File: src/hdl/cacfar_window_ram.sv
// Power window store: one write port and one read port, registered read data.
// Standalone; no package needed.
`default_nettype none

module cacfar_window_ram #(
    parameter int DEPTH  = 81,
    parameter int DATA_W = 32
) (
    input  wire logic                     clk,
    input  wire logic                     we,
    input  wire logic [$clog2(DEPTH)-1:0] waddr,
    input  wire logic [DATA_W-1:0]        wdata,
    input  wire logic                     re,
    input  wire logic [$clog2(DEPTH)-1:0] raddr,
    output logic      [DATA_W-1:0]        rdata
);

    logic [DATA_W-1:0] window_mem [DEPTH];
    logic [DATA_W-1:0] rd_data_reg;

    always_ff @(posedge clk)
    begin
        if (we)
        begin
            window_mem[waddr] <= wdata;
        end
    end

    always_ff @(posedge clk)
    begin
        if (re)
        begin
            rd_data_reg <= window_mem[raddr];
        end
    end

    assign rdata = rd_data_reg;

endmodule

`default_nettype wire

File: config.mk
export PLATFORM = sky130hd
export DESIGN_NAME = cacfar_window_ram
export DESIGN_NICKNAME = d
export VERILOG_FILES = /design/src/hdl/cacfar_window_ram.sv
export SDC_FILE = /design/constraint.sdc
export NUM_CORES = 2
export LEC_CHECK = 0
export BUFFER_PORTS_ARGS = -buffer_cell sky130_fd_sc_hd__buf_4
export CELL_PAD_IN_SITES_DETAIL_PLACEMENT = 0
export CELL_PAD_IN_SITES_GLOBAL_PLACEMENT = 2
export CORE_MARGIN = 2
export CORE_UTILIZATION = 48
export DETAILED_ROUTE_END_ITERATION = 7
export GPL_TIMING_DRIVEN = 1
export PLACE_DENSITY = 0.78
export SETUP_SLACK_MARGIN = 0.1
export SYNTH_ARGS = -nofsm -noshare
export SYNTH_HDL_FRONTEND = slang
export SYNTH_SLANG_ARGS = --single-unit
File: constraint.sdc
create_clock -name clk -period 13.45 [get_ports clk]
set_input_delay 2.0175 -clock clk [delete_from_list [all_inputs] [get_ports clk]]
set_output_delay 2.0175 -clock clk [all_outputs]
set_load 0.05 [all_outputs]
==> flow_summary.ini <==
[run_status]
result_of_the_run = completed

[synthesis]
asyncSetResetFlopFracSynth = 0
post-synth-top-area-fraction = 0.7881
yosys_warnings = 0
syn_inst = 4246
synthesis.area_per_instance_um2 = 23.55
postSynthNetCount = 4295
ys.flop_type = sky130_fd_sc_hd__edfxtp_1
syn_area_mm2 = 0.09998
post-synth-top-area-cell = sky130_fd_sc_hd__edfxtp_1
synth-edff-count = 2624
synth_sequential_area_ratio = 0.7881
ys_seq_elements = 2624
synth_area_leaders = sky130_fd_sc_hd__edfxtp_1, sky130_fd_sc_hd__mux4_2, sky130_fd_sc_hd__mux2i_1
yosys.cell_types.count = 53

[cts]
post_cts_resized = 0
cts_tree = done
clock_path_buffers = 4
post_cts_hold_buffers = 0
tritoncts_num_sinks = 2624
root_buffer = sky130_fd_sc_hd__clkbuf_16
tritoncts.num_buffers = 280
postCtsSetupBuffers = 0
clkLatencyLatePin_ns = 0.92
clock_slew_at_reported_path_ffs_ns = 0.06
ctsHtreeMaxLevel = 5

[cells_and_area]
layout-drive-gt1-share = 0.2783
layout.cells.most_common = sky130_fd_sc_hd__edfxtp_1
filler_free_cell_count_of_the_finished_design = 7483
postLayoutCoreUtil = 0.5436
mostFrequentLayoutCells = sky130_fd_sc_hd__edfxtp_1, sky130_fd_sc_hd__mux4_2, sky130_fd_sc_hd__clkbuf_16, sky130_fd_sc_hd__buf_4, sky130_fd_sc_hd__mux2i_1
fillerInstances = 15280
areaGrowthSynthToFinish_pct = 12.59
finalNetCount = 4561
stdcell_area_mm2 = 0.1126

[setup_path]
launching_element_of_the_worst_setup_path = raddr[0]
worst_setup_path_end_kind = flip-flop
crit_end = rdata[27]
critPathKind = input port to flip-flop
critical_path.reg2reg.startpoint = window_mem[62][6]
ff2ff_setup_slack_ns = 10.67
worst_ep_required_time_ns = 14.07
cp_data_arrival_time_ns = 6.01
crit_path_top_cell_by_count = sky130_fd_sc_hd__a22oi_1
worst-r2r-cell-count = 4
endpoint_of_the_worst_register_to_register_path = rdata[6]
setup.worst_path.start_class = input port
timing.critical_path.slowest_cell_delay_ns = 0.79
worst-path-max-fanout = 91
critPathSlowestCell = sky130_fd_sc_hd__buf_4
crit_path_cell_trace = buf_8 -> buf_12 -> buf_4 -> mux4_2 -> a22oi_1 -> nand2_1 -> a22oi_1 -> nand3_1

[floorplan]
die_wd_um = 460.4
core_region_area_mm2 = 0.2071
std_cell_rows = 167
die_area_mm2 = 0.2120
start_util = 0.4828
die_h_um = 460.4
top_level_ports = 81

[sta]
finish_stage_setup_viols = 0
worst_clock_skew_ns = 0.04164
final_hold_viol_count = 0
timing.final.crit_period_ns = 5.390
final_tns_setup_ns = 0
drv_slew = 0
period_share = 0.4007
hold_ws_ns = 0.5754
rsz0062_at_grt = no
tightest_slew_ns = 1.282
slew_headroom = 0.1362
final_critical_path_setup_slack_ns = 8.060
highest_attainable_clock_frequency_mhz = 185.5

[global_route]
number_of_antenna_violations_at_the_first_check_in_global_routing = 3
largest_net_degree_at_the_start_of_global_routing = 114
grt_overflow = 0
global_route.usage.total = 0.2538
wire_length_of_the_first_global_routing_pass_um = 372600
first_global_vias = 47880

[place]
buffer_ports.inserted = 80
placed_cells = 7018
dp.final_hpwl_um = 140200
detailedPlace.worstSlack_ns = 7.024
routability_congestion_estimate = 0.7928
dpl-instance-area_mm2 = 0.1043

[route]
via_count = 48120
drt-vias-per-instance = 6.431
postRouteAntennaNets = 0
drcViolationCount = 0
initialDrtViolationCount = 6864
route.final.wire_length_um = 268200
dr.pass1.iters = 5
wire_per_inst_um = 35.84

[pwr]
post-layout-total-power_mw = 16.95
power.share.clock = 0.419
p_seq_frac = 0.535
power_report.internal_total_mw = 13.42
leakagePower_nw = 34.72
power_density_mw_per_mm2 = 150.6
power.share.switching = 0.2081
power.net_switching_mw = 3.528
pwr-share-comb = 0.046
irDropWorstVdd_uv = 136.7

[hold_path]
hold_path_startpoint = window_mem[80][19]
worst_hold_path_type = flip-flop to flip-flop

[job]
maxCapViolCount = 0
## power by group through the flow
| stage | Sequential [mW] | Clock, mW | Combinational (mW) |
|---|---|---|---|
| detailed placement | 9.24 | 0 | 0.792 |
| global placement | 9.24 | 0 | 0.780 |
| CTS | 9.07 | 7.20 | 0.793 |
| finish | 9.07 | 7.10 | 0.785 |
| floorplan | 9.25 | 0 | 0.426 |
| global route | 9.07 | 7.49 | 0.827 |
## Yosys cell counts (20+ instances only)
master	count
sky130_fd_sc_hd__a21oi_1	50
sky130_fd_sc_hd__a22oi_1	103
sky130_fd_sc_hd__buf_2	64
sky130_fd_sc_hd__buf_4	34
sky130_fd_sc_hd__buf_6	31
sky130_fd_sc_hd__clkbuf_1	66
sky130_fd_sc_hd__edfxtp_1	2624
sky130_fd_sc_hd__mux2i_1	106
sky130_fd_sc_hd__mux4_1	20
sky130_fd_sc_hd__mux4_2	644
sky130_fd_sc_hd__nand2_1	65
sky130_fd_sc_hd__nand3_1	36
sky130_fd_sc_hd__nor2_1	112
sky130_fd_sc_hd__nor2b_1	22
sky130_fd_sc_hd__o21ai_0	38
sky130_fd_sc_hd__o22ai_1	54
## worst min path at each step
| stage | cells past startpoint | slack (ns) | endpoint |
|---|---|---|---|
| 3_5_place_dp | 2 | 0.56 | rdata[13] |
| 4_1_cts | 2 | 0.57 | rdata[19] |
| 2_1_floorplan | 2 | 0.53 | rdata[11] |
| 5_1_grt | 2 | 0.61 | rdata[19] |
| 3_3_place_gp | 2 | 0.56 | rdata[30] |
| 6_report | 2 | 0.58 | rdata[19] |
## layer usage
metal	wire, µm	track usage	vias up
met5	9	0	-
met1	105600	0.3639	26290
met3	23880	0.04210	441
met4	9158	0.08512	2
li1	-	-	18800
met2	129500	0.4002	2583
## critical path, delay by kind of cell
family          cells  cell delay [ns]
mux                 1             0.60
simple gates        2             0.34
compound gates      2             0.86
buf+inv             3             1.85
## state kept, by name (all words and copies together) (netlist names)
name        flops
rdata          32
window_mem   2592
## layout make-up
cell class	instances	area [µm²]	area share
flip-flops and latches	2624	78800	0.7000
multi-input cells	1395	20360	0.1808
clock buffers	344	7438	0.06608
well taps	2788	3488	0.03099
repair buffers	209	1658	0.01473
clock inverters	116	813.3	0.007225
diodes	5	12.51	0.0001111
inverters	2	7.507	0.00006669
## cells by family after synthesis
logic type | Yosys count | synth area share
buffers and inverters | 227 | 0.01454
flip-flops | 2624 | 0.7881
AND/OR/NAND/NOR | 289 | 0.01325
multiplexers | 778 | 0.1618
AO/OA/AOI/OAI | 328 | 0.02229
(Power assumes the default switching activity.)
