File: src/hdl/cacfar_pkg.sv
// Shared types and constants for the cell-averaging CFAR detector.
// Depends on nothing; every other file but the window RAM imports it.
`default_nettype none

package cacfar_pkg;

    localparam int SAMPLE_W   = 16;  // I and Q sample width
    localparam int POWER_W    = 32;  // I*I + Q*Q, exact
    localparam int SCALE_W    = 32;  // Q16.16 threshold factor
    localparam int FRAC_W     = 16;  // fraction bits of the factor
    localparam int MUL_W      = 32;  // split point of the wide product
    localparam int INDEX_W    = 16;  // reported cell index
    localparam int GUARD_W    = 4;
    localparam int TRAIN_W    = 6;
    localparam int CFG_IDX_W  = 2;
    localparam int CFG_DATA_W = 32;

    localparam logic [GUARD_W-1:0] GUARD_RST = 4'd2;
    localparam logic [TRAIN_W-1:0] TRAIN_RST = 6'd8;
    localparam logic [SCALE_W-1:0] SCALE_RST = 32'd262144;

    typedef enum logic [CFG_IDX_W-1:0] {
        REG_GUARD = 2'd0,
        REG_TRAIN = 2'd1,
        REG_SCALE = 2'd2
    } cfg_reg_t;

    // Status returned by the threshold unit.
    typedef struct packed {
        logic done;
        logic hit;
    } thr_res_t;

endpackage

`default_nettype wire

File: src/hdl/cacfar_threshold.sv
// Exact threshold test cut * cnt * 2^16 > sum * scale, five register stages.
// Depends on cacfar_pkg.
`default_nettype none

module cacfar_threshold
    import cacfar_pkg::*;
#(
    parameter int SUM_W = 38,
    parameter int CNT_W = 7
) (
    input  wire logic               clk,
    input  wire logic               rst_n,
    input  wire logic               start,
    input  wire logic [POWER_W-1:0] cut,
    input  wire logic [CNT_W-1:0]   cnt,
    input  wire logic [SUM_W-1:0]   sum,
    input  wire logic [SCALE_W-1:0] scale,
    output thr_res_t                res
);

    localparam int LO_PROD_W = MUL_W + SCALE_W;
    localparam int HI_W      = SUM_W - MUL_W;
    localparam int HI_PROD_W = HI_W + SCALE_W;
    localparam int PROD_W    = SUM_W + SCALE_W;
    localparam int LEFT_W    = POWER_W + CNT_W;
    localparam int LHS_W     = LEFT_W + FRAC_W;
    localparam int CMP_W     = (PROD_W > LHS_W) ? PROD_W : LHS_W;

    logic                 v0_reg, v1_reg, v2_reg, v3_reg, done_reg;
    logic [POWER_W-1:0]   cut_op_reg;
    logic [CNT_W-1:0]     cnt_op_reg;
    logic [SUM_W-1:0]     sum_op_reg;
    logic [SCALE_W-1:0]   scale_op_reg;
    logic [LO_PROD_W-1:0] p_lo_reg;
    logic [HI_PROD_W-1:0] p_hi_reg;
    logic [LEFT_W-1:0]    left_reg;
    logic [PROD_W-1:0]    rhs_reg;
    logic                 hit_reg;
    logic [LHS_W-1:0]     lhs;

    assign lhs = {left_reg, {FRAC_W{1'b0}}};

    always_ff @(posedge clk or negedge rst_n)
    begin
        if (!rst_n)
        begin
            v0_reg   <= 1'b0;
            v1_reg   <= 1'b0;
            v2_reg   <= 1'b0;
            v3_reg   <= 1'b0;
            done_reg <= 1'b0;
        end
        else
        begin
            v0_reg   <= start;
            v1_reg   <= v0_reg;
            v2_reg   <= v1_reg;
            v3_reg   <= v2_reg;
            done_reg <= v3_reg;
        end
    end

    // Only one transaction is in flight, so each stage may read the
    // registers of any earlier stage.
    always_ff @(posedge clk)
    begin
        if (start)
        begin
            cut_op_reg   <= cut;
            cnt_op_reg   <= cnt;
            sum_op_reg   <= sum;
            scale_op_reg <= scale;
        end
        if (v0_reg)
        begin
            p_lo_reg <= LO_PROD_W'(sum_op_reg[MUL_W-1:0]) * LO_PROD_W'(scale_op_reg);
            left_reg <= LEFT_W'(cut_op_reg) * LEFT_W'(cnt_op_reg);
        end
        if (v1_reg)
        begin
            p_hi_reg <= HI_PROD_W'(sum_op_reg[SUM_W-1:MUL_W]) * HI_PROD_W'(scale_op_reg);
        end
        if (v2_reg)
        begin
            rhs_reg <= {p_hi_reg, {MUL_W{1'b0}}} + PROD_W'(p_lo_reg);
        end
        if (v3_reg)
        begin
            hit_reg <= CMP_W'(lhs) > CMP_W'(rhs_reg);
        end
    end

    assign res.done = done_reg;
    assign res.hit  = hit_reg;

`ifndef ASSERT_OFF
    a_done_timing: assert property (@(posedge clk) disable iff (!rst_n)
        done_reg == $past(start, 5))
        else $error("threshold result not five cycles after start");

    a_single_flight: assert property (@(posedge clk) disable iff (!rst_n)
        $onehot0({v0_reg, v1_reg, v2_reg, v3_reg, done_reg}))
        else $error("more than one transaction in the threshold unit");

    a_start_idle: assert property (@(posedge clk) disable iff (!rst_n)
        start |-> !(v0_reg || v1_reg || v2_reg || v3_reg || done_reg))
        else $error("threshold unit started while busy");
`endif

endmodule

`default_nettype wire

File: config.mk
export PLATFORM = sky130hd
export DESIGN_NAME = cacfar_threshold
export DESIGN_NICKNAME = d
export VERILOG_FILES = /design/src/hdl/cacfar_pkg.sv /design/src/hdl/cacfar_threshold.sv
export SDC_FILE = /design/constraint.sdc
export NUM_CORES = 2
export LEC_CHECK = 0
export ABC_AREA = 1
export BUFFER_PORTS_ARGS = -buffer_cell sky130_fd_sc_hd__buf_2
export CAP_MARGIN = 20
export CORE_ASPECT_RATIO = 1.25
export CORE_MARGIN = 2
export CORE_UTILIZATION = 56
export DETAILED_ROUTE_END_ITERATION = 8
export GPL_TIMING_DRIVEN = 0
export PLACE_DENSITY = 0.72
export SLEW_MARGIN = 10
export SYNTH_ARGS = -nofsm -noshare
export SYNTH_HDL_FRONTEND = slang
export SYNTH_SLANG_ARGS = --single-unit
export TNS_END_PERCENT = 10
File: constraint.sdc
create_clock -name clk -period 13.89 [get_ports clk]
set_clock_uncertainty 0.2 [all_clocks]
set_input_delay 0 -clock clk [delete_from_list [all_inputs] [get_ports clk]]
set_output_delay 0 -clock clk [all_outputs]
set_load 0.05 [all_outputs]
==> run metrics <==
FMAX=114.7 MHz; via/cell ratio=5.381; WP data required=14.03 ns; area grow syn2layout=9.960%; Slowest cell on crit path=clkbuf_1; GRT Total Usage=38.68%; Worst Path Buf+Inv=6; post-synth top area share=37.52%; nets=9916; DRC=0; Post-DRT Antenna Nets=0; worst-skew pair later-pin latency=0.67 ns; H-tree levels=2; main area contributors after synthesis=fa_1 38%, edfxtp_1 15%, nand2_1 15%; Seq/Total Area, Yosys=15.68%; Row Count=136; final setup fails=0; CP arrival=8.86 ns; clk sinks=326; most common cell after layout, fill and taps aside=nand2_1; initial DRC count=4593; Root Buffer=clkbuf_16; critical-path cell list=clkbuf_1 -> clkbuf_1 -> nand2_1 -> inv_1 -> fa_1 -> fa_1 -> inv_1 -> fa_1 -> fa_1 -> inv_1 -> fa_1 -> fa_1 -> fa_1 -> fa_1 -> ha_1 -> nand2_1 -> nor2_2 -> inv_2 -> nor2_1 -> a21oi_1 -> nand2_2 -> nand2_1 -> nand3_1 -> nand2_1; final period utilization=62.76%; Die Height=376.8 um; Hold Crit Class=in2async; max reg flops=70; final hold slack=0.1675 ns; Avg Cell Area, Syn=7.979 um2; most frequent cells in the layout=2472 x nand2_1, 2199 x inv_1, 1167 x fa_1; Routability Congestion=1.065; delay-heaviest family, CP=adder cells; slew at the pin closest to its max-slew limit=1.290 ns; Starting Density=56.56%; WL final=214.9 mm; DIE AREA=113900 um2; crit path launch type=flip-flop; global-route wire length before repair=321.7 mm; Crit. End Element=flip-flop; gate count of the mapped netlist=7805; yosys warns=0; drt wl/cell=22.20 um; Num CTS Buffers=39; max cap viols=0; clk buf depth=3; CTS tree=built; Chip Width=302.3 um; hpwl dp=177.6 mm; number of cells upsized or downsized after cts=0; post-synthesis cell area=62270 um2; DP Worst Slack=5.377 ns; Setup CP Type=reg2reg; vias in the first global route=54375; Post-Syn Nets=9521; final hold violation count=0; Crit path largest cell delay=0.89 ns; total negative slack=0 ns; initial antenna violation count=6; I/O pins=114; Seq cells post-synth=326; clock-pin slew of the registers on the worst-case setup and hold paths=0.06 ns; I/O Buffers=113; Core ar.=110100 um2; total gr overflow=0; status=completed; fin. max-slew vios=0; CP most frequent cell=fa_1; share of cells above drive strength 1=3.572%; Final WS setup=5.172 ns; RSZ-0062 raised after global routing=false; Synth cell types=40; via count=52103; min cycle time layout=8.718 ns; CP Max Fanout=10; area leader, netlist=fa_1; largest net degree at the start of global routing=76; Rel. slew slack=14.00%; Detailed Routing Iterations Pass 1=8
-- timing repair --
item,4_1_cts,5_1_grt
hold buffers,221,0
hold endpoints to repair,224,0
buffers inserted,0,0
-- worst paths after layout --
| path | start | end | slack, ns | cells past startpoint |
|---|---|---|---|---|
| setup / recovery | scale_op_reg[16]$_DFFE_PP_ | p_lo_reg[62]$_DFFE_PP_ | 5.17 | 24 |
| hold / removal | rst_n | v2_reg$_DFF_PN0_ | 0.17 | 3 |
| setup reg to reg | scale_op_reg[16]$_DFFE_PP_ | p_lo_reg[62]$_DFFE_PP_ | 5.17 | 24 |
| hold reg to reg | v3_reg$_DFF_PN0_ | done_reg$_DFF_PN0_ | 0.19 | 0 |
| max in group asynchronous | rst_n | done_reg$_DFF_PN0_ | 13.01 | 3 |
| min in group clk | start | scale_op_reg[29]$_DFFE_PP_ | 0.17 | 2 |
-- final cells by class --
| class | count | area (um2) |
|---|---|---|
| Clock buffer | 46 | 1022 |
| Clock inverter | 25 | 261.5 |
| Buffer | 265 | 1003 |
| Tap cell | 1449 | 1813 |
| Multi-Input combinational cell | 5006 | 43220 |
| Sequential cell | 326 | 9773 |
| Inverter | 2208 | 8288 |
| Antenna cell | 3 | 7.507 |
| Fill cell | 9675 | 41620 |
| Timing Repair Buffer | 354 | 3088 |
-- cell usage after synthesis, drive strengths merged --
cell type,number
fa,1167
or2,1
o21bai,14
o21a,13
o211ai,1
buf,55
ha,437
o21ai,88
a31oi,3
a21oi,200
and2,1
nand3b,2
xnor2,17
a21o,3
nor3,30
nor2,271
and3,1
nor4,8
nand2,2493
dfrtp,5
nand3,147
nand4,27
a21boi,1
xor2,78
inv,2208
and3b,1
clkbuf,210
nor3b,2
edfxtp,321
-- logic make-up (layout without fill, tap and decap cells) --
family	after synthesis	count (layout)	synth area share, %
AOI/OAI and AO/OA	323	323	2.761
xor gates and xnor gates	95	95	1.336
adders and majority gates	1604	1604	46.30
buffers and inverters	2473	2898	14.92
DFF	326	326	15.68
other	0	3	0
and+or+nand+nor	2984	2984	19.01
-- routing by layer --
| metal | part of all wire [%] | vias up | global-route usage, % |
|---|---|---|---|
| li1 | - | 23211 | - |
| met1 | 34 | 25232 | 42.34 |
| met2 | 47 | 2743 | 64.75 |
| met3 | 8.5 | 911 | 7.508 |
| met4 | 10 | 6 | 32.37 |
| met5 | 0.017 | - | 0 |
-- worst reg2reg max path, delay by kind of cell (launching register included) --
family	cells	cell delay, ns
AOI/OAI and AO/OA	1	0.14
DFF	1	0.36
adders and majority gates	9	4.40
buffers and inverters	6	1.97
and+or+nand+nor	8	1.32
-- per-stage QoR --
| step | utilization, % | instance area (um2) | cells |
|---|---|---|---|
| 4_1_cts | 62.08 | 68350 | 9670 |
| 2_1_floorplan | - | 62270 | 7805 |
| 3_5_place_dp | 58.90 | 64850 | 9378 |
| 5_1_grt | 62.19 | 68470 | 9679 |
| 3_3_place_gp | 58.72 | 64650 | 9367 |
| 6_report | 62.20 | 68470 | 9682 |
Power is left out: the tool's default activity adds up to more than one toggle a clock period on the data nets, which glitch-free logic cannot reach.
